`src/sv/char_lcd_terminal_nibble_sequencer_core_assert.svh`:
```
// Assertion macros shared by the sequencer modules.
`ifndef CHAR_LCD_TERMINAL_NIBBLE_SEQUENCER_CORE_ASSERT_SVH
`define CHAR_LCD_TERMINAL_NIBBLE_SEQUENCER_CORE_ASSERT_SVH
`ifndef ASSERT_OFF
// Same-cycle implication, disabled during reset
`define CLNS_ASSERT_IMPLIES(label, clk, rst_n, ante, cons) \
	label: assert property (@(posedge clk) disable iff (!(rst_n)) (ante) |-> (cons)) \
		else $error("sequencer assertion failed");
// Next-cycle implication, disabled during reset
`define CLNS_ASSERT_NEXT(label, clk, rst_n, ante, cons) \
	label: assert property (@(posedge clk) disable iff (!(rst_n)) (ante) |=> (cons)) \
		else $error("sequencer assertion failed");
`else
`define CLNS_ASSERT_IMPLIES(label, clk, rst_n, ante, cons)
`define CLNS_ASSERT_NEXT(label, clk, rst_n, ante, cons)
`endif
`endif

```
`src/sv/clns_pkg.sv`:
```
package clns_pkg;

	// Terminal operation codes
	localparam logic [2:0] OP_PRINT   = 3'd0;
	localparam logic [2:0] OP_GOTO    = 3'd1;
	localparam logic [2:0] OP_CLEAR   = 3'd2;
	localparam logic [2:0] OP_HOME    = 3'd3;
	localparam logic [2:0] OP_DISPLAY = 3'd4;
	localparam logic [2:0] OP_MOVE    = 3'd5;
	localparam logic [2:0] OP_SHIFT   = 3'd6;

	// Character codes
	localparam logic [7:0] CHAR_NEWLINE = 8'h0A;
	localparam logic [7:0] CHAR_SPACE   = 8'h20;

	// LCD instruction bytes
	localparam logic [7:0] CMD_CLEAR        = 8'h01;
	localparam logic [7:0] CMD_HOME         = 8'h02;
	localparam logic [7:0] CMD_CURSOR_LEFT  = 8'h10;
	localparam logic [7:0] CMD_CURSOR_RIGHT = 8'h14;
	localparam logic [7:0] CMD_SHIFT_LEFT   = 8'h18;
	localparam logic [7:0] CMD_SHIFT_RIGHT  = 8'h1C;
	localparam logic [7:0] CMD_SET_DDRAM    = 8'h80;

	// DDRAM line bases
	localparam logic [6:0] LINE1_BASE = 7'h40;
	localparam logic [6:0] BASE_W12   = 7'h0C;
	localparam logic [6:0] BASE_W16   = 7'h10;
	localparam logic [6:0] BASE_W20   = 7'h14;

	// Configuration register indexes
	localparam logic [1:0] REG_LINE_COUNT   = 2'd0;
	localparam logic [1:0] REG_COLUMN_COUNT = 2'd1;
	localparam logic [1:0] REG_BACKLIGHT    = 2'd2;

	// Byte source select
	typedef logic [1:0] sel_t;
	localparam sel_t SEL_PAD  = 2'd0;
	localparam sel_t SEL_CHAR = 2'd1;
	localparam sel_t SEL_NEXT = 2'd2;
	localparam sel_t SEL_CMD  = 2'd3;

	// Controller to datapath commands
	typedef struct packed {
		logic load_item;
		logic load_pad;
		logic dec_pad;
		logic emit;
		sel_t sel;
		logic phase;
		logic last;
		logic step_char;
		logic apply_next;
		logic apply_cmd;
	} dp_cmd_t;

	// Datapath to controller status
	typedef struct packed {
		logic newline;
		logic print_char;
		logic cmd_go;
		logic pad_none;
		logic pad_one;
		logic wrap;
		logic slot_free;
	} dp_stat_t;

	// Display on/off control byte for each mode
	function automatic logic [7:0] display_code(input logic [1:0] mode);
		logic [7:0] code;
		case (mode)
			2'd0: code = 8'h0F;
			2'd1: code = 8'h0E;
			2'd2: code = 8'h0C;
			default: code = 8'h08;
		endcase
		return code;
	endfunction

	// DDRAM base address of a line at the given width
	function automatic logic [6:0] line_base(input logic [1:0] line, input logic [4:0] cols);
		logic [6:0] b2;
		logic [6:0] base;
		if (cols == 5'd12) begin
			b2 = BASE_W12;
		end else if (cols == 5'd16) begin
			b2 = BASE_W16;
		end else begin
			b2 = BASE_W20;
		end
		case (line)
			2'd0: base = 7'h00;
			2'd1: base = LINE1_BASE;
			2'd2: base = b2;
			default: base = b2 | LINE1_BASE;
		endcase
		return base;
	endfunction

endpackage

```
`src/sv/clns_regs.sv`:
```
module clns_regs import clns_pkg::*; (
	input  logic        clk,
	input  logic        arst_n,
	input  logic        psel,
	input  logic        penable,
	input  logic        pwrite,
	input  logic [3:0]  paddr,
	input  logic [31:0] pwdata,
	output logic [31:0] prdata,
	output logic        pready,
	output logic [2:0]  line_count,
	output logic [4:0]  column_count,
	output logic        backlight_on
);

	logic [2:0] line_count_q;
	logic [4:0] column_count_q;
	logic       backlight_q;
	logic [1:0] reg_index;
	logic       wr_en;

	assign reg_index = paddr[3:2];
	assign wr_en     = psel & penable & pwrite;
	assign pready    = 1'b1;

	// Write registers on the access phase
	always_ff @(posedge clk or negedge arst_n) begin
		if (!arst_n) begin
			line_count_q   <= 3'd2;
			column_count_q <= 5'd16;
			backlight_q    <= 1'b1;
		end else if (wr_en) begin
			case (reg_index)
				REG_LINE_COUNT:   line_count_q   <= pwdata[2:0];
				REG_COLUMN_COUNT: column_count_q <= pwdata[4:0];
				REG_BACKLIGHT:    backlight_q    <= pwdata[0];
				default: ;
			endcase
		end
	end

	// Read back
	always_comb begin
		case (reg_index)
			REG_LINE_COUNT:   prdata = {29'd0, line_count_q};
			REG_COLUMN_COUNT: prdata = {27'd0, column_count_q};
			REG_BACKLIGHT:    prdata = {31'd0, backlight_q};
			default:          prdata = 32'd0;
		endcase
	end

	assign line_count   = line_count_q;
	assign column_count = column_count_q;
	assign backlight_on = backlight_q;

endmodule

```
`src/sv/clns_dp.sv`:
```
`include "char_lcd_terminal_nibble_sequencer_core_assert.svh"
module clns_dp import clns_pkg::*; #(
	parameter int MAX_COLUMNS = 20
) (
	input  logic       clk,
	input  logic       arst_n,
	input  logic [2:0] line_count,
	input  logic [4:0] column_count,
	input  logic       backlight_on,
	input  logic [2:0] operation,
	input  logic [7:0] character,
	input  logic [1:0] target_line,
	input  logic [4:0] target_column,
	input  logic [1:0] display_mode,
	input  logic       move_right,
	input  dp_cmd_t    cmd,
	output dp_stat_t   stat,
	output logic       result_valid,
	output logic [7:0] expander_byte,
	output logic       last,
	input  logic       result_ready
);

	localparam logic [4:0] MaxCols = 5'(MAX_COLUMNS);

	// Latched item
	logic [2:0] op_q;
	logic [7:0] ch_q;
	logic [1:0] tl_q;
	logic [4:0] tc_q;
	logic [1:0] dm_q;
	logic       right_q;

	// Cursor and pad counter
	logic [1:0] line_q;
	logic [4:0] col_q;
	logic [4:0] pad_q;

	// Output stage
	logic       out_valid_q;
	logic [7:0] byte_q;
	logic       last_q;

	logic [4:0] cols_eff;
	logic [2:0] lines_eff;
	logic       wide_ok;
	logic [4:0] col_inc;
	logic [2:0] line_inc;
	logic [1:0] next_line;
	logic       goto_ok;
	logic       move_ok;
	logic [6:0] goto_addr;
	logic       cmd_go;
	logic [7:0] cmd_byte;
	logic [7:0] next_byte;
	logic [4:0] pad_init;
	logic [7:0] byte_val;
	logic       rs;
	logic [3:0] nibble;

	// Clamp the geometry registers
	always_comb begin
		if (column_count == 5'd0) begin
			cols_eff = 5'd1;
		end else if (column_count > MaxCols) begin
			cols_eff = MaxCols;
		end else begin
			cols_eff = column_count;
		end
		wide_ok = (cols_eff == 5'd12) || (cols_eff == 5'd16) || (cols_eff == 5'd20);
		if ((line_count >= 3'd4) && wide_ok) begin
			lines_eff = 3'd4;
		end else if (line_count >= 3'd2) begin
			lines_eff = 3'd2;
		end else begin
			lines_eff = 3'd1;
		end
	end

	// Cursor arithmetic
	assign col_inc   = col_q + 5'd1;
	assign line_inc  = {1'b0, line_q} + 3'd1;
	assign next_line = (line_inc >= lines_eff) ? 2'd0 : line_inc[1:0];
	assign goto_ok   = ({1'b0, tl_q} < lines_eff) && (tc_q < cols_eff);
	assign move_ok   = right_q ? (({1'b0, col_q} + 6'd1) < {1'b0, cols_eff}) : (col_q != 5'd0);
	assign goto_addr = line_base(tl_q, cols_eff) + {2'b00, tc_q};
	assign next_byte = CMD_SET_DDRAM | {1'b0, line_base(next_line, cols_eff)};
	assign pad_init  = (col_q < cols_eff) ? (cols_eff - col_q) : 5'd0;

	// Single-byte command decode
	always_comb begin
		case (op_q)
			OP_GOTO: begin
				cmd_go   = goto_ok;
				cmd_byte = CMD_SET_DDRAM | {1'b0, goto_addr};
			end
			OP_CLEAR: begin
				cmd_go   = 1'b1;
				cmd_byte = CMD_CLEAR;
			end
			OP_HOME: begin
				cmd_go   = 1'b1;
				cmd_byte = CMD_HOME;
			end
			OP_DISPLAY: begin
				cmd_go   = 1'b1;
				cmd_byte = display_code(dm_q);
			end
			OP_MOVE: begin
				cmd_go   = move_ok;
				cmd_byte = right_q ? CMD_CURSOR_RIGHT : CMD_CURSOR_LEFT;
			end
			OP_SHIFT: begin
				cmd_go   = 1'b1;
				cmd_byte = right_q ? CMD_SHIFT_RIGHT : CMD_SHIFT_LEFT;
			end
			default: begin
				cmd_go   = 1'b0;
				cmd_byte = CMD_CLEAR;
			end
		endcase
	end

	assign stat.cmd_go     = cmd_go;
	assign stat.newline    = (op_q == OP_PRINT) && (ch_q == CHAR_NEWLINE);
	assign stat.print_char = (op_q == OP_PRINT) && (ch_q != CHAR_NEWLINE);
	assign stat.pad_none   = (pad_init == 5'd0);
	assign stat.pad_one    = (pad_q == 5'd1);
	assign stat.wrap       = (col_inc >= cols_eff);
	assign stat.slot_free  = !out_valid_q || result_ready;

	// Select the byte and its nibble
	always_comb begin
		case (cmd.sel)
			SEL_PAD: begin
				byte_val = CHAR_SPACE;
				rs       = 1'b1;
			end
			SEL_CHAR: begin
				byte_val = ch_q;
				rs       = 1'b1;
			end
			SEL_NEXT: begin
				byte_val = next_byte;
				rs       = 1'b0;
			end
			default: begin
				byte_val = cmd_byte;
				rs       = 1'b0;
			end
		endcase
		nibble = cmd.phase ? byte_val[3:0] : byte_val[7:4];
	end

	// Hold the accepted item
	always_ff @(posedge clk) begin
		if (cmd.load_item) begin
			op_q    <= operation;
			ch_q    <= character;
			tl_q    <= target_line;
			tc_q    <= target_column;
			dm_q    <= display_mode;
			right_q <= move_right;
		end
	end

	// Advance the cursor
	always_ff @(posedge clk or negedge arst_n) begin
		if (!arst_n) begin
			line_q <= 2'd0;
			col_q  <= 5'd0;
		end else if (cmd.step_char) begin
			col_q <= col_inc;
		end else if (cmd.apply_next) begin
			line_q <= next_line;
			col_q  <= 5'd0;
		end else if (cmd.apply_cmd) begin
			case (op_q)
				OP_GOTO: begin
					line_q <= tl_q;
					col_q  <= tc_q;
				end
				OP_CLEAR, OP_HOME: begin
					line_q <= 2'd0;
					col_q  <= 5'd0;
				end
				OP_MOVE: col_q <= right_q ? col_inc : (col_q - 5'd1);
				default: ;
			endcase
		end
	end

	// Count down the newline padding
	always_ff @(posedge clk or negedge arst_n) begin
		if (!arst_n) begin
			pad_q <= 5'd0;
		end else if (cmd.load_pad) begin
			pad_q <= pad_init;
		end else if (cmd.dec_pad) begin
			pad_q <= pad_q - 5'd1;
		end
	end

	// Output register: load on emit, drop on transfer
	always_ff @(posedge clk or negedge arst_n) begin
		if (!arst_n) begin
			out_valid_q <= 1'b0;
		end else if (cmd.emit) begin
			out_valid_q <= 1'b1;
		end else if (result_ready) begin
			out_valid_q <= 1'b0;
		end
	end

	always_ff @(posedge clk) begin
		if (cmd.emit) begin
			byte_q <= {nibble, backlight_on, 2'b00, rs};
			last_q <= cmd.last;
		end
	end

	assign result_valid  = out_valid_q;
	assign expander_byte = byte_q;
	assign last          = last_q;

	`CLNS_ASSERT_IMPLIES(a_no_overwrite, clk, arst_n, cmd.emit, !out_valid_q || result_ready)
	`CLNS_ASSERT_IMPLIES(a_pad_nonzero, clk, arst_n, cmd.emit && (cmd.sel == SEL_PAD), pad_q != 5'd0)
	`CLNS_ASSERT_NEXT(a_next_col_zero, clk, arst_n, cmd.apply_next, col_q == 5'd0)

endmodule

```
`src/sv/clns_ctrl.sv`:
```
`include "char_lcd_terminal_nibble_sequencer_core_assert.svh"
module clns_ctrl import clns_pkg::*; (
	input  logic     clk,
	input  logic     arst_n,
	input  logic     item_valid,
	output logic     item_ready,
	input  dp_stat_t stat,
	output dp_cmd_t  cmd
);

	localparam logic [2:0] ST_IDLE  = 3'd0;
	localparam logic [2:0] ST_START = 3'd1;
	localparam logic [2:0] ST_PAD   = 3'd2;
	localparam logic [2:0] ST_CHAR  = 3'd3;
	localparam logic [2:0] ST_NEXT  = 3'd4;
	localparam logic [2:0] ST_CMD   = 3'd5;

	logic [2:0] state_q;
	logic [2:0] state_d;
	logic       phase_q;

	// Sequence the LCD bytes of one item
	always_comb begin
		state_d    = state_q;
		item_ready = 1'b0;
		cmd        = '0;
		cmd.phase  = phase_q;
		case (state_q)
			ST_IDLE: begin
				item_ready = 1'b1;
				if (item_valid) begin
					cmd.load_item = 1'b1;
					state_d       = ST_START;
				end
			end
			ST_START: begin
				if (stat.newline) begin
					cmd.load_pad = 1'b1;
					state_d      = stat.pad_none ? ST_NEXT : ST_PAD;
				end else if (stat.print_char) begin
					state_d = ST_CHAR;
				end else if (stat.cmd_go) begin
					state_d = ST_CMD;
				end else begin
					state_d = ST_IDLE;
				end
			end
			ST_PAD: begin
				cmd.sel = SEL_PAD;
				if (stat.slot_free) begin
					cmd.emit = 1'b1;
					if (phase_q) begin
						cmd.dec_pad = 1'b1;
						if (stat.pad_one) begin
							state_d = ST_NEXT;
						end
					end
				end
			end
			ST_CHAR: begin
				cmd.sel  = SEL_CHAR;
				cmd.last = phase_q && !stat.wrap;
				if (stat.slot_free) begin
					cmd.emit = 1'b1;
					if (phase_q) begin
						cmd.step_char = 1'b1;
						state_d       = stat.wrap ? ST_NEXT : ST_IDLE;
					end
				end
			end
			ST_NEXT: begin
				cmd.sel  = SEL_NEXT;
				cmd.last = phase_q;
				if (stat.slot_free) begin
					cmd.emit = 1'b1;
					if (phase_q) begin
						cmd.apply_next = 1'b1;
						state_d        = ST_IDLE;
					end
				end
			end
			ST_CMD: begin
				cmd.sel  = SEL_CMD;
				cmd.last = phase_q;
				if (stat.slot_free) begin
					cmd.emit = 1'b1;
					if (phase_q) begin
						cmd.apply_cmd = 1'b1;
						state_d       = ST_IDLE;
					end
				end
			end
			default: begin
				state_d = ST_IDLE;
			end
		endcase
	end

	// State and nibble phase
	always_ff @(posedge clk or negedge arst_n) begin
		if (!arst_n) begin
			state_q <= ST_IDLE;
			phase_q <= 1'b0;
		end else begin
			state_q <= state_d;
			if (cmd.emit) begin
				phase_q <= ~phase_q;
			end
		end
	end

	`CLNS_ASSERT_IMPLIES(a_idle_phase, clk, arst_n, state_q == ST_IDLE, !phase_q)
	`CLNS_ASSERT_NEXT(a_nibble_pair, clk, arst_n, cmd.emit && !phase_q, state_q == $past(state_q))
	`CLNS_ASSERT_NEXT(a_start_once, clk, arst_n, state_q == ST_START, state_q != ST_START)

endmodule

```
`src/sv/char_lcd_terminal_nibble_sequencer_core.sv`:
```
// Channel  | Handshake                   | Payload
// item     | item_valid / item_ready     | operation, character, target_line,
//          |                             | target_column, display_mode, move_right
// result   | result_valid / result_ready | expander_byte, last
// config   | psel, penable, pwrite       | paddr, pwdata, prdata (pready tied high)
//
// One item at a time: accept, decode, then each LCD byte as two nibbles, high nibble first.
// A newline sends up to MAX_COLUMNS pad spaces, then the next line's address.
// The single output register paces the nibbles; a stalled result_ready holds the sequencer.
// Items that send nothing go from START straight back to IDLE and ready.
// Reset is asynchronous, active low: cursor at line 0 column 0, 2 lines, 16 columns,
// backlight on.
module char_lcd_terminal_nibble_sequencer_core import clns_pkg::*; #(
	parameter int MAX_COLUMNS = 20
) (
	input  logic        clk,
	input  logic        arst_n,
	input  logic        psel,
	input  logic        penable,
	input  logic        pwrite,
	input  logic [3:0]  paddr,
	input  logic [31:0] pwdata,
	output logic [31:0] prdata,
	output logic        pready,
	input  logic        item_valid,
	output logic        item_ready,
	input  logic [2:0]  operation,
	input  logic [7:0]  character,
	input  logic [1:0]  target_line,
	input  logic [4:0]  target_column,
	input  logic [1:0]  display_mode,
	input  logic        move_right,
	output logic        result_valid,
	input  logic        result_ready,
	output logic [7:0]  expander_byte,
	output logic        last
);

	logic [2:0] line_count;
	logic [4:0] column_count;
	logic       backlight_on;
	dp_cmd_t    cmd;
	dp_stat_t   stat;

	clns_regs u_regs (
		.clk          (clk),
		.arst_n       (arst_n),
		.psel         (psel),
		.penable      (penable),
		.pwrite       (pwrite),
		.paddr        (paddr),
		.pwdata       (pwdata),
		.prdata       (prdata),
		.pready       (pready),
		.line_count   (line_count),
		.column_count (column_count),
		.backlight_on (backlight_on)
	);

	clns_ctrl u_ctrl (
		.clk        (clk),
		.arst_n     (arst_n),
		.item_valid (item_valid),
		.item_ready (item_ready),
		.stat       (stat),
		.cmd        (cmd)
	);

	clns_dp #(
		.MAX_COLUMNS (MAX_COLUMNS)
	) u_dp (
		.clk           (clk),
		.arst_n        (arst_n),
		.line_count    (line_count),
		.column_count  (column_count),
		.backlight_on  (backlight_on),
		.operation     (operation),
		.character     (character),
		.target_line   (target_line),
		.target_column (target_column),
		.display_mode  (display_mode),
		.move_right    (move_right),
		.cmd           (cmd),
		.stat          (stat),
		.result_valid  (result_valid),
		.expander_byte (expander_byte),
		.last          (last),
		.result_ready  (result_ready)
	);

endmodule

```
`config.mk`:
```
export PLATFORM = sky130hd
export DESIGN_NAME = char_lcd_terminal_nibble_sequencer_core
export DESIGN_NICKNAME = d
export VERILOG_FILES = /design/src/sv/clns_pkg.sv /design/src/sv/clns_regs.sv /design/src/sv/clns_dp.sv /design/src/sv/clns_ctrl.sv /design/src/sv/char_lcd_terminal_nibble_sequencer_core.sv
export VERILOG_INCLUDE_DIRS = /design/src /design/src/sv
export SDC_FILE = /design/constraint.sdc
export NUM_CORES = 1
export LEC_CHECK = 0
export BUFFER_PORTS_ARGS = -buffer_cell sky130_fd_sc_hd__buf_4
export CORE_MARGIN = 3
export CORE_UTILIZATION = 45
export CTS_BUF_LIST = sky130_fd_sc_hd__clkbuf_2 sky130_fd_sc_hd__clkbuf_4 sky130_fd_sc_hd__clkbuf_8
export DETAILED_ROUTE_END_ITERATION = 16
export PLACE_DENSITY = 0.73
export SLEW_MARGIN = 40
export SYNTH_ARGS = -nofsm -noshare
export SYNTH_HDL_FRONTEND = slang
export SYNTH_SLANG_ARGS = --single-unit
```
`constraint.sdc`:
```
create_clock -name clk -period 3 [get_ports clk]
set_clock_uncertainty 0.2 [all_clocks]
set_input_delay 0.45 -clock clk [delete_from_list [all_inputs] [get_ports clk]]
set_output_delay 0.45 -clock clk [all_outputs]
set_load 0.05 [all_outputs]
```
After elaboration in Yosys (flattened, before gate mapping) --
Index checks and enable logic that the tools add are counted.
Storage, ports and cells: register bits 54, logic and storage cells 169
Operators by class: add/subtract/negate cells 7, magnitude comparators 9, eq/ne operators 35, multiplexer cells 61, bitwise logic cells 4, reduce and logical (&&, ||, !) cells 36
Operator list (count):
- $mux 3 | 17
- $mux 5 | 9
- $pmux 7 s3 | 2
- $pmux 8 s5 | 1
- $pmux 5 s3 | 2
- $pmux 8 s3 | 1
- $mux 1 | 16
- $eq 3x3->1 const B | 5
- $pmux 3 s5 | 1
- $eq 3x2->1 const B | 4
- $pmux 3 s4 | 1
- $eq 2x1->1 const B | 5
- $eq 2x2->1 const B | 5
- $eq 5x5->1 const B | 2
- $logic_not 2->1 | 5
- $logic_not 5->1 | 2
- $lt 5x5->1 | 2
- $mux 2 | 5
- $reduce_bool 5->1 | 2
- $sub 5x1->5 const B | 2
- $pmux 3 s3 | 1
- $eq 8x4->1 const B | 1
- $ne 2x1->1 const B | 4
- $ne 2x2->1 const B | 4
- other kinds (34) | 53

Logic depth before layout (Yosys ltp) --
Gate-level depths: netlist of the first run.
depth in word-level cells 15, gate-level depth with buffers 12

Hierarchy --
Synthesis of the first run repeated with hierarchy kept, for this count alone.
Second synthesis, totals: cells, all modules 411, area, all modules 3946.3 µm²
Modules (own cells, without submodules):
- clns_dp | instances 1, cells each 304, area each 2916.5 µm²
- clns_regs | instances 1, cells each 63, area each 674.4 µm²
- clns_ctrl | instances 1, cells each 44, area each 355.3 µm²

Worst setup path after synthesis of the first run --
OpenSTA, ideal clock, no wires.
path type reg2reg, start point register u_ctrl.state_q[0], end point register u_dp.ch_q[0], enable pin, library setup time 0.379 ns, data arrival time 2.487 ns, setup slack -0.067 ns, cell stages (with the launch flop) 5, cells stage by stage dfrtp_1 buf_2 clkbuf_1 nor3_1 and2_1
RTL lines:
- start, declared | line clns_ctrl.sv:18 | logic [2:0] state_q;
- start signal, assigned | line clns_ctrl.sv:105 | state_q <= state_d;
- end signal, assigned | line clns_dp.sv:159 | ch_q <= character;
- end, declared | line clns_dp.sv:28 | logic [7:0] ch_q;

Worst setup path after layout of the first run --
start point register u_regs.column_count_q[4], in the netlist u_regs.column_count[4], end point register u_ctrl.state_q[2]
Between the ends: word-level cells in the longest chain between the ends 15, elaborated cells on any way between the ends 30, those cells by class add/sub (1); order compare (6); eq/ne (3); mux (14); reduce/logical (6)
Ends and longest elaborated chain:
- start, declared | line clns_regs.sv:17 | logic [4:0] column_count_q;
- start signal, assigned | line clns_regs.sv:35 | REG_COLUMN_COUNT: column_count_q <= pwdata[4:0];
- $gt 5x5->1 | line clns_dp.sv:65 | end else if (column_count > MaxCols) begin
- $mux 5 | line clns_dp.sv:65
- $mux 5 * | line clns_dp.sv:63 | if (column_count == 5'd0) begin
- $eq 5x4->1 or $eq 5x5->1 (tied branches) | line clns_dp.sv:70 | wide_ok = (cols_eff == 5'd12) || (cols_eff == 5'd16) || (cols_eff == 5'd20);
- $logic_or 1x1->1 (2 in series) | line clns_dp.sv:70
- $logic_and 1x1->1 | line clns_dp.sv:71 | if ((line_count >= 3'd4) && wide_ok) begin
- $mux 3 | line clns_dp.sv:71
- $lt 2x3->1 | line clns_dp.sv:84 | assign goto_ok = ({1'b0, tl_q} < lines_eff) && (tc_q < cols_eff);
- $logic_and 1x1->1 | line clns_dp.sv:84
- $pmux 1 s3 | line clns_dp.sv:92 | case (op_q)
- $mux 3 | line clns_ctrl.sv:42 | end else if (stat.cmd_go) begin
- $mux 3 | line clns_ctrl.sv:40 | end else if (stat.print_char) begin
- $mux 3 | line clns_ctrl.sv:37 | if (stat.newline) begin
- $pmux 3 s5 * | line clns_ctrl.sv:28 | case (state_q)
Mark *: on every way between the ends. The rest lies on a longest branch, timed or not. The select of a mux whose other input is x is not followed. A chain may end at the register's enable or synchronous reset.

==> results of run 1 <==
-- sequential cells by signal, indices dropped and copies added, names as in the netlist, 5 cells and up --
| name | cells |
|---|---|
| u_dp.expander_byte | 6 |
| u_dp.col_q | 5 |
| u_regs.column_count | 5 |
| u_dp.tc_q | 5 |
| u_dp.ch_q | 8 |
| u_dp.pad_q | 5 |
-- worst max-delay path by stage --
stage,startpoint,to,slack (ns),cells past startpoint
detailed placement,u_regs.column_count[4],u_ctrl.state_q[2],-0.14,11
finish,u_regs.column_count[4],u_ctrl.state_q[2],0.10,11
global placement,u_regs.column_count[4],u_ctrl.state_q[2],-0.03,11
global route,u_regs.column_count[4],u_ctrl.state_q[2],-0.03,11
floorplan,u_regs.column_count[4],u_ctrl.state_q[2],0.08,11
CTS,u_regs.column_count[1],u_ctrl.state_q[2],0.03,12
-- cells by family (layout without fill, tap and decap cells) --
kind of cell / after synthesis / count (layout) / synth area share
other: 2 / 30 / 0.00189
flip-flops: 54 / 54 / 0.376
XOR/XNOR: 15 / 15 / 0.0330
AO/OA/AOI/OAI: 110 / 110 / 0.181
AND/OR/NAND/NOR: 133 / 133 / 0.179
adder cells (fa/ha/maj): 29 / 29 / 0.0950
buffers and inverters: 68 / 103 / 0.0969
multiplexers: 14 / 14 / 0.0378
-- what timing repair did --
action,4_1_cts,5_1_grt
buffers inserted,1,2
gates resized for setup,2,19
hold endpoints to repair,23,0
hold buffers,1,0
pin swaps,3,8
setup endpoints to repair,2,3
-- Yosys cell counts (3+ instances only) --
library cell	instances
sky130_fd_sc_hd__nor4_1	4
sky130_fd_sc_hd__a21oi_1	33
sky130_fd_sc_hd__o22ai_1	5
sky130_fd_sc_hd__o21ai_1	5
sky130_fd_sc_hd__a311oi_1	3
sky130_fd_sc_hd__nor3_1	8
sky130_fd_sc_hd__nand2b_1	9
sky130_fd_sc_hd__xnor2_1	9
sky130_fd_sc_hd__clkbuf_1	6
sky130_fd_sc_hd__inv_1	24
sky130_fd_sc_hd__edfxtp_1	28
sky130_fd_sc_hd__nor2_1	27
sky130_fd_sc_hd__buf_2	6
sky130_fd_sc_hd__o21ai_0	27
sky130_fd_sc_hd__and3_1	5
sky130_fd_sc_hd__dfstp_2	3
sky130_fd_sc_hd__ha_1	27
sky130_fd_sc_hd__nand4_1	3
sky130_fd_sc_hd__xor2_1	6
sky130_fd_sc_hd__nor3b_1	3
sky130_fd_sc_hd__nand3b_1	3
sky130_fd_sc_hd__nand3_1	12
sky130_fd_sc_hd__dfrtp_1	23
sky130_fd_sc_hd__o211ai_1	4
sky130_fd_sc_hd__buf_4	30
sky130_fd_sc_hd__nand2_1	32
sky130_fd_sc_hd__mux2i_1	6
sky130_fd_sc_hd__nor4b_1	3
sky130_fd_sc_hd__nor2b_1	10
sky130_fd_sc_hd__mux2_2	8
sky130_fd_sc_hd__a31oi_1	6
-- per-layer routing --
layer | GRT usage | up-vias
met2 | 0.313 | 125
met4 | 0.0611 | 0
met1 | 0.247 | 1605
met5 | 0 | -
met3 | 0.0313 | 16
li1 | - | 1606
-- layout make-up --
cell class / instances / area [µm²]
tap: 105 / 131
sequential: 54 / 1500
inverter: 25 / 96.3
multi-input combinational: 331 / 2320
clock inverter: 3 / 42.5
fill: 755 / 3700
clock buffer: 5 / 68.8
timing repair buffer: 70 / 528
-- per-stage QoR --
stage / worst slack, ns / cells
global route: -0.0288 / 593
global placement: -0.0282 / 581
finish: 0.105 / 593
floorplan: 0.0824 / 453
detailed placement: -0.138 / 581
CTS: 0.0328 / 591
-- power by group --
part	switching, mW	total (mW)	internal (mW)
logic	1.59	2.67	1.08
clock network	0.249	0.499	0.249
registers	0.288	1.35	1.06
total	2.13	4.51	2.38
-- worst reg2reg max path: cells and delay by family, from the launching register on --
family          cells  cell delay, ns
compound gates      4            0.88
fa+ha+maj           1            0.45
buf+inv             3            0.36
flops               1            0.40
simple gates        3            0.50
==> impl_summary.txt, run 1 <==
----------------------------------------------------
[Status]
  Result of the run ... finished, final reports clean

[Critical path]
  Slowest cell on the critical path ... sky130_fd_sc_hd__ha_2
  Buf/Inv on CP ... 3
  Depth of the most critical reg-to-reg path ... 11
  Type of origin of the critical path ... register
  CP endpoint kind ... register
  Required time worst endpoint ... roughly 3.0 ns
  Maximum fanout along the worst path ... 5
  Kind of critical path ... register to register
  Crit path arrival time ... around 2.9 ns
  Origin of the critical flop-to-flop path ... u_regs.column_count[4]
  Terminus of the critical flop-to-flop path ... u_ctrl.state_q[2]
  Delay contributed by the slowest stage of the critical path ... roughly 0.45 ns
  Kind of cell adding the most delay to the critical path ... compound AO/OA/AOI/OAI gates
  Critical path, cell by cell ... buf_4 > buf_4 > a21oi_1 > inv_1 > ha_2 > nand3_1 > and3_1 > a2111oi_4 > a2111oi_4 > nor4_2 > o21ai_1
  Setup slack, reg-to-reg ... about 0.10 ns

[STA]
  Min Tclk post-route ... 2.90 ns
  Max-slew headroom ... 0.503
  Period Utilization, post-route ... 0.965
  Setup repair after global routing missed its margin ... yes
  Worst hold slack after final layout ... a little over 0.1 ns
  F_max ... about 350 MHz
  Setup_tns ... 0 ns
  Count of final max-slew check failures ... 0
  Actual slew at the worst max-slew pin ... ~0.73 ns
  Final hold viol count ... 0
  Setup-failing EPs final ... 0

[Cells and area]
  Antenna cells ... 0
  Most common cell after layout, fill and taps aside ... sky130_fd_sc_hd__buf_4
  Area grow syn2layout ... 17.7%
  Final Instance Area ... about 0.0047 mm²
  Proportion of layout cells with a drive suffix above 1 ... 0.238
  Top library cells by usage in the layout, fill and taps aside ... 69 x sky130_fd_sc_hd__buf_4, 32 x sky130_fd_sc_hd__a21oi_1, 32 x sky130_fd_sc_hd__nand2_1
  Final nets ... a little under 600
  Finished Core Util ... 0.558

[Clocking]
  Cts bufs inserted ... 5
  Clk root buf ... sky130_fd_sc_hd__clkbuf_8
  Later-pin clock latency in the skew report ... about 0.32 ns
  Deepest clock path buffer count ... 2
  Clock tree from TritonCTS ... built
  # clock sinks ... 54
  H-tree levels ... 2
  Clock-pin slew on the worst setup and hold paths ... roughly 0.10 ns

[Detailed routing]
  Drt via density ... ~5.7
  Length of routed wiring on met1 ... around 4000 µm
  Count of unresolved DRC violations after routing ... 0
  Starting DRC count in detailed routing ... 145
  Wirelength per Cell ... about 16 µm
  Vias post-DR ... approximately 3.4k
  Final wirelength ... 9510 µm
  Wire length on met3 ... 636 µm
  Highest metal layer with signal wires ... met4
  Number of iterations in the first detailed-routing pass ... 5
  Routed met2 length ... 4620 µm
  Residual antenna-violating net count after detailed routing ... 0

[Floorplan]
  I/O pin count ... around 110
  Vert. Die Dim ... 100 µm
  Area of the die ... approximately 0.010 mm²
  Effective utilization at floorplan ... 0.474
  Die width ... ~100 µm
  Core region area ... 0.00838 mm²
  Row cnt ... 33

[Placed design]
  Final HPWL DP ... roughly 7300 µm
  Total cell area at the placement stage ... 0.00442 mm²
  Weighted congestion reported at the end of routability-driven placement ... about 0.9
  # port buffers ... between 40 and 50

[Logic synthesis]
  Top cell type by total area after synthesis ... sky130_fd_sc_hd__edfxtp_1
  Fraction of post-synthesis cell area in the top cell type by area ... 0.211
  Seq cells post-synth ... 54
  Post-synthesis sequential area ratio ... 0.376
  Number of different library cells in the post-synthesis netlist ... between 60 and 70
  Mapped cell area ... a little under 0.004 mm²
  Post-synthesis cell count ... approximately 430
  Most area-consuming cells after synthesis ... sky130_fd_sc_hd__edfxtp_1 21%, sky130_fd_sc_hd__dfrtp_1 14%, sky130_fd_sc_hd__ha_1 8.5%
  Number of warnings reported in the yosys synthesis log ... 0
  Count of flip-flops with a built-in enable after synthesis ... 28
  Mean post-synth cell area ... just over 9 µm²
  Main synth FF type ... sky130_fd_sc_hd__edfxtp_1
  Synth async-reset ratio ... 0.481

[Power and ir drop]
  Total power of the final layout ... about 4.5 mW
  Pwr per Cell Area ... 964 mW/mm²
  Worst IR drop on VDD ... between 0.3 and 0.4 mV
  Standby leakage power ... just under 2 nW

[Global route]
  Largest net degree at the start of global routing ... 27
  Vias in the first global route ... 3102
  Number of antenna violations at the first check in global routing ... 0
  First-pass GRT wire length ... roughly 15000 µm
  Leftover overflow at the end of global routing ... 0
  Global-route usage over all layers ... 0.187

[Hold path]
  Worst hold path depth ... 1
  Hold path endpoint ... u_dp.right_q
  Classification of the worst-slack hold path ... primary input to register
  Start point of the worst min-delay path ... move_right

[Flow run]
  Maxcap violations ... 0

----------------------------------------------------
Note: power is estimated with default switching activity, not from simulation.
==> run 2, diff against run 1 <==
Settings changed: REMOVE_ABC_BUFFERS set to 1.
==> impl_summary.txt, run 2 (same netlist as run 1, synthesis figures left out) <==
----------------------------------------------------
[STA]
  Worst hold slack after final layout ... around 0.10 ns
  Count of final max-slew check failures ... 0
  Setup repair after global routing missed its margin ... yes
  Actual slew at the worst max-slew pin ... 0.609 ns
  Setup-failing EPs final ... 0
  Period Utilization, post-route ... 0.954
  Final hold viol count ... 0
  F_max ... between 300 and 400 MHz
  Max-slew headroom ... 0.592
  Min Tclk post-route ... 2.86 ns
  Setup_tns ... 0 ns

[Critical path]
  Origin of the critical flop-to-flop path ... u_regs.column_count[4]
  First element of the critical path ... u_regs.column_count[4]
  Kind of critical path ... register to register
  Crit path arrival time ... 2.91 ns
  Setup slack, reg-to-reg ... around 0.14 ns
  CP endpoint kind ... register
  Maximum fanout along the worst path ... 4
  Type of origin of the critical path ... register
  Depth of the most critical reg-to-reg path ... 11
  Terminus of the critical flop-to-flop path ... u_ctrl.state_q[2]
  Setup crit end ... u_ctrl.state_q[2]
  Required time worst endpoint ... approximately 3.1 ns

[Floorplan]
  Area of the die ... ~0.01 mm²
  Die width ... 100 µm
  I/O pin count ... about 110
  Vert. Die Dim ... 100 µm
  Row cnt ... 33
  Effective utilization at floorplan ... 0.474
  Core region area ... about 0.0084 mm²

[Placed design]
  Total cell area at the placement stage ... around 0.0044 mm²
  # port buffers ... between 40 and 50
  Final HPWL DP ... about 7300 µm
  Weighted congestion reported at the end of routability-driven placement ... between 0.9 and 1

[Clocking]
  # clock sinks ... 54
  Cts bufs inserted ... 5
  Clk root buf ... sky130_fd_sc_hd__clkbuf_8
  Clock-pin slew on the worst setup and hold paths ... ~0.10 ns
  H-tree levels ... 2
  Deepest clock path buffer count ... 2
  Later-pin clock latency in the skew report ... 0.32 ns
  Clock tree from TritonCTS ... built

[Cells and area]
  Most common cell after layout, fill and taps aside ... sky130_fd_sc_hd__buf_4
  Number of flip-flops under the largest register name ... 8
  Antenna cells ... 0
  Number of fill cells ... 766
  Biggest register ... u_dp.ch_q
  Proportion of layout cells with a drive suffix above 1 ... 0.245
  Area grow syn2layout ... 17.1%
  Finished Core Util ... 0.555
  Top library cells by usage in the layout, fill and taps aside ... 71 x sky130_fd_sc_hd__buf_4, 32 x sky130_fd_sc_hd__nand2_1, 30 x sky130_fd_sc_hd__a21oi_1, 30 x sky130_fd_sc_hd__conb_1, 28 x sky130_fd_sc_hd__edfxtp_1
  Final Instance Area ... approximately 0.0047 mm²
  Final nets ... 582

[Global route]
  Vias in the first global route ... between 3k and 4k
  Global-route usage over all layers ... 0.195
  Largest net degree at the start of global routing ... 27
  Number of antenna violations at the first check in global routing ... 0
  First-pass GRT wire length ... ~16000 µm
  Leftover overflow at the end of global routing ... 0

[Power and ir drop]
  Standby leakage power ... roughly 1.9 nW
  Pwr per Cell Area ... 953 mW/mm²
  Total power of the final layout ... between 4 and 5 mW
  Worst IR drop on VDD ... approximately 0.33 mV

[Detailed routing]
  Count of unresolved DRC violations after routing ... 0
  Final wirelength ... 9670 µm
  Drt via density ... 5.67
  Vias post-DR ... roughly 3.4k
  Number of iterations in the first detailed-routing pass ... 5
  Residual antenna-violating net count after detailed routing ... 0
  Starting DRC count in detailed routing ... around 250
  Wirelength per Cell ... between 15 and 20 µm

[Flow run]
  Maxcap violations ... 0

[Status]
  Result of the run ... finished, final reports clean

[Hold path]
  Classification of the worst-slack hold path ... primary input to register

----------------------------------------------------
==> run 2: changes by cell type in the layout (fill, tap and decap cells not counted), sizes merged <==
cell / before / now
buf: 69 / 71
bufinv: 1 / 0
clkbuf: 5 / 6
==> run 2: how the worst min path moves through the flow <==
stage | from | end | slack, ns | depth (start not counted)
global placement | arst_n | u_dp.col_q[2] | 0.18 | 1
global route | character[2] | u_dp.ch_q[2] | 0.09 | 1
finish | character[0] | u_dp.ch_q[0] | 0.10 | 1
CTS | character[4] | u_dp.ch_q[4] | 0.1 | 1
detailed placement | arst_n | u_dp.col_q[2] | 0.18 | 1
floorplan | arst_n | u_ctrl.phase_q | -0.05 | 0
==> run 2: metrics by stage <==
stage               setup WS [ns]  cells
CTS                       0.00907    593
global route              -0.0239    595
floorplan                  0.0630    410
global placement          -0.0155    584
detailed placement        -0.0916    584
finish                      0.139    595
==> run 2: worst max-delay path: stages (launching register included) <==
cell and delay, ns:
sky130_fd_sc_hd__dfstp_2 0.59, sky130_fd_sc_hd__o21ai_2 0.08, sky130_fd_sc_hd__a21oi_2 0.19, sky130_fd_sc_hd__ha_2 0.20
sky130_fd_sc_hd__inv_1 0.05, sky130_fd_sc_hd__fa_2 0.36, sky130_fd_sc_hd__xor2_2 0.21, sky130_fd_sc_hd__nor3b_2 0.17
sky130_fd_sc_hd__mux2i_1 0.10, sky130_fd_sc_hd__a2111oi_2 0.42, sky130_fd_sc_hd__nor4_1 0.10, sky130_fd_sc_hd__o21ai_1 0.12
==> run 2: layout make-up <==
| type | count | area [µm²] | area share |
|---|---|---|---|
| clock buffer | 6 | 76.3 | 0.0164 |
| clock inverter | 2 | 13.8 | 0.00296 |
| sequential | 54 | 1500 | 0.321 |
| inverter | 25 | 96.3 | 0.0207 |
| multi-input combinational | 331 | 2300 | 0.494 |
| timing repair buffer | 72 | 543 | 0.117 |
| tap | 105 | 131 | 0.0282 |
==> run 2: power by group <==
| part | switching [mW] | internal (mW) |
|---|---|---|
| combinational | 1.61 | 1.07 |
| sequential | 0.265 | 1.06 |
| clock | 0.254 | 0.176 |
==> run 2: timing repair <==
action | CTS | global route
hold buffers | 1 | 0
resized for setup | 1 | 20
pin swaps | 2 | 7
setup buffers | 0 | 2
endpoints found under the setup margin | 2 | 3
endpoints found under the hold margin | 23 | 0
==> run 2: per-layer routing <==
| metal | routed length (µm) | global-route usage | part of all wire | vias to the layer above |
|---|---|---|---|---|
| met2 | 4860 | 0.335 | 0.50 | 136 |
| met3 | 617 | 0.0222 | 0.064 | 14 |
| met5 | 0 | 0 | 0 | - |
| met1 | 4070 | 0.262 | 0.42 | 1614 |
| met4 | 111 | 0.0549 | 0.011 | 0 |
| li1 | - | - | - | 1607 |
==> run 3, diff against run 2 <==
Settings changed: CTS_BUF_LIST sky130_fd_sc_hd__clkbuf_2 sky130_fd_sc_hd__clkbuf_4 sky130_fd_sc_hd__clkbuf_8 to unset.
==> impl_summary.txt, run 3 (same netlist as run 1, synthesis figures left out) <==
----------------------------------------------------
[Status]
  Result of the run ... finished, final reports clean

[Clocking]
  # clock sinks ... 54
  Deepest clock path buffer count ... 2
  Cts bufs inserted ... 5
  Clock-pin slew on the worst setup and hold paths ... roughly 0.1 ns
  Clk root buf ... sky130_fd_sc_hd__clkbuf_8
  Clock tree from TritonCTS ... built
  Later-pin clock latency in the skew report ... 0.32 ns
  H-tree levels ... 2

[Critical path]
  Critical path, cell by cell ... buf_4 > nor4_2 > buf_4 > a21oi_1 > ha_1 > fa_1 > xnor2_1 > o21ai_0 > a221o_1 > a21oi_1 > a31oi_1
  CP endpoint kind ... register
  Required time worst endpoint ... around 2.9 ns
  Delay contributed by the slowest stage of the critical path ... between 0.4 and 0.5 ns
  Buf/Inv on CP ... 2
  Maximum fanout along the worst path ... 4
  Type of origin of the critical path ... register
  Slowest cell on the critical path ... sky130_fd_sc_hd__dfrtp_2
  Crit path arrival time ... ~2.7 ns
  Kind of cell adding the most delay to the critical path ... compound AO/OA/AOI/OAI gates
  Kind of critical path ... register to register

[Cells and area]
  Proportion of layout cells with a drive suffix above 1 ... 0.243
  Area grow syn2layout ... 17.0%
  Final nets ... ~580
  Most common cell after layout, fill and taps aside ... sky130_fd_sc_hd__buf_4
  Biggest register ... u_dp.ch_q
  Finished Core Util ... 0.555
  Number of flip-flops under the largest register name ... 8
  Top library cells by usage in the layout, fill and taps aside ... 71 x sky130_fd_sc_hd__buf_4, 32 x sky130_fd_sc_hd__nand2_1, 30 x sky130_fd_sc_hd__a21oi_1, 30 x sky130_fd_sc_hd__conb_1, 28 x sky130_fd_sc_hd__edfxtp_1
  Antenna cells ... 0

[STA]
  F_max ... 351 MHz
  Actual slew at the worst max-slew pin ... 0.597 ns
  Max-slew headroom ... 0.599
  Setup_tns ... 0 ns
  Setup-failing EPs final ... 0
  Min Tclk post-route ... about 2.9 ns
  Count of final max-slew check failures ... 0
  Final hold viol count ... 0
  Setup repair after global routing missed its margin ... yes
  Period Utilization, post-route ... 0.951

[Global route]
  Global-route usage over all layers ... 0.195
  Vias in the first global route ... ~3.3k
  Largest net degree at the start of global routing ... 27
  Leftover overflow at the end of global routing ... 0
  First-pass GRT wire length ... ~16000 µm
  Number of antenna violations at the first check in global routing ... 0

[Flow run]
  Maxcap violations ... 0

[Detailed routing]
  Drt via density ... 5.59
  Starting DRC count in detailed routing ... between 150 and 200
  Residual antenna-violating net count after detailed routing ... 0
  Count of unresolved DRC violations after routing ... 0
  Vias post-DR ... 3328
  Wirelength per Cell ... 16.1 µm
  Final wirelength ... 9610 µm
  Number of iterations in the first detailed-routing pass ... 4

[Floorplan]
  Core region area ... 0.00838 mm²
  Vert. Die Dim ... approximately 100 µm
  Row cnt ... 33
  I/O pin count ... around 110
  Effective utilization at floorplan ... 0.474
  Area of the die ... roughly 0.010 mm²
  Die width ... about 100 µm

[Placed design]
  # port buffers ... 48
  Final HPWL DP ... between 7000 and 8000 µm
  Weighted congestion reported at the end of routability-driven placement ... between 0.9 and 1

[Power and ir drop]
  Standby leakage power ... 1.93 nW
  Pwr per Cell Area ... approximately 950 mW/mm²
  Worst IR drop on VDD ... roughly 0.33 mV

[Hold path]
  Classification of the worst-slack hold path ... primary input to register

----------------------------------------------------
-- run 3: cell count changes in the layout (fill, tap and decap cells not counted) --
cell	before	now
sky130_fd_sc_hd__clkbuf_1	0	1
sky130_fd_sc_hd__clkbuf_4	1	0
sky130_fd_sc_hd__o21ai_1	5	6
sky130_fd_sc_hd__o21ai_0	26	25
-- run 3: area by class of cell --
type / instances / area (µm²)
Multi-Input combinational cell: 331 / 2300
Timing Repair Buffer: 72 / 543
Tap cell: 105 / 131
Clock inverter: 2 / 13.8
Fill cell: 764 / 3730
Inverter: 25 / 96.3
Clock buffer: 6 / 72.6
Sequential cell: 54 / 1500
-- run 3: path summary, 6_finish.rpt --
path                                             start                    end  slack [ns]  cells past startpoint
max in group asynchronous                       arst_n   u_regs.line_count[1]        1.90                      2
worst min register to register    u_regs.line_count[0]   u_regs.line_count[0]        0.33                      1
min in group asynchronous                       arst_n          u_dp.col_q[2]        0.37                      2
worst min-delay path                      character[7]           u_dp.ch_q[7]        0.10                      1
worst max register to register  u_regs.column_count[3]  u_dp.expander_byte[4]        0.15                     11
worst max-delay path            u_regs.column_count[3]  u_dp.expander_byte[4]        0.15                     11
-- run 3: power breakdown --
group / total [mW] / switching [mW] / internal (mW)
clock: 0.426 / 0.258 / 0.167
sequential: 1.32 / 0.262 / 1.06
combinational: 2.67 / 1.61 / 1.07
-- run 3: worst reg2reg max path, cell delays in order, from the launching register on --
cell and delay [ns]:
sky130_fd_sc_hd__dfrtp_2 0.45, sky130_fd_sc_hd__buf_4 0.15, sky130_fd_sc_hd__nor4_2 0.20, sky130_fd_sc_hd__buf_4 0.15, sky130_fd_sc_hd__a21oi_1 0.07, sky130_fd_sc_hd__ha_1 0.21
sky130_fd_sc_hd__fa_1 0.39, sky130_fd_sc_hd__xnor2_1 0.16, sky130_fd_sc_hd__o21ai_0 0.12, sky130_fd_sc_hd__a221o_1 0.30, sky130_fd_sc_hd__a21oi_1 0.12, sky130_fd_sc_hd__a31oi_1 0.05
-- run 3: routing by layer --
layer,vias to the layer above,GRT usage,share of wire
met1,1581,0.262,0.41
met2,124,0.333,0.50
li1,1607,-,-
met3,16,0.0222,0.071
met4,0,0.0591,0.016
met5,-,0,0
-- run 3: through the flow --
step	cell area, µm²	total power [mW]	std cells	hold WS [ns]	worst slack [ns]
6_report	4650	4.42	595	0.103	0.147
5_1_grt	4650	4.76	595	0.0883	-0.0142
4_1_cts	4540	4.23	593	0.0981	0.00907
3_5_place_dp	4440	3.78	584	0.185	-0.0916
3_3_place_gp	4440	3.69	584	0.185	-0.0155
2_1_floorplan	3790	3.07	410	-0.0456	0.0630
-- run 3: what timing repair did --
action	4_1_cts	5_1_grt
pin swaps	2	7
endpoints found under the hold margin	23	0
gates resized for setup	1	21
setup endpoints to repair	2	3
hold buffers	1	0
cloned	0	0
buffers inserted	0	2
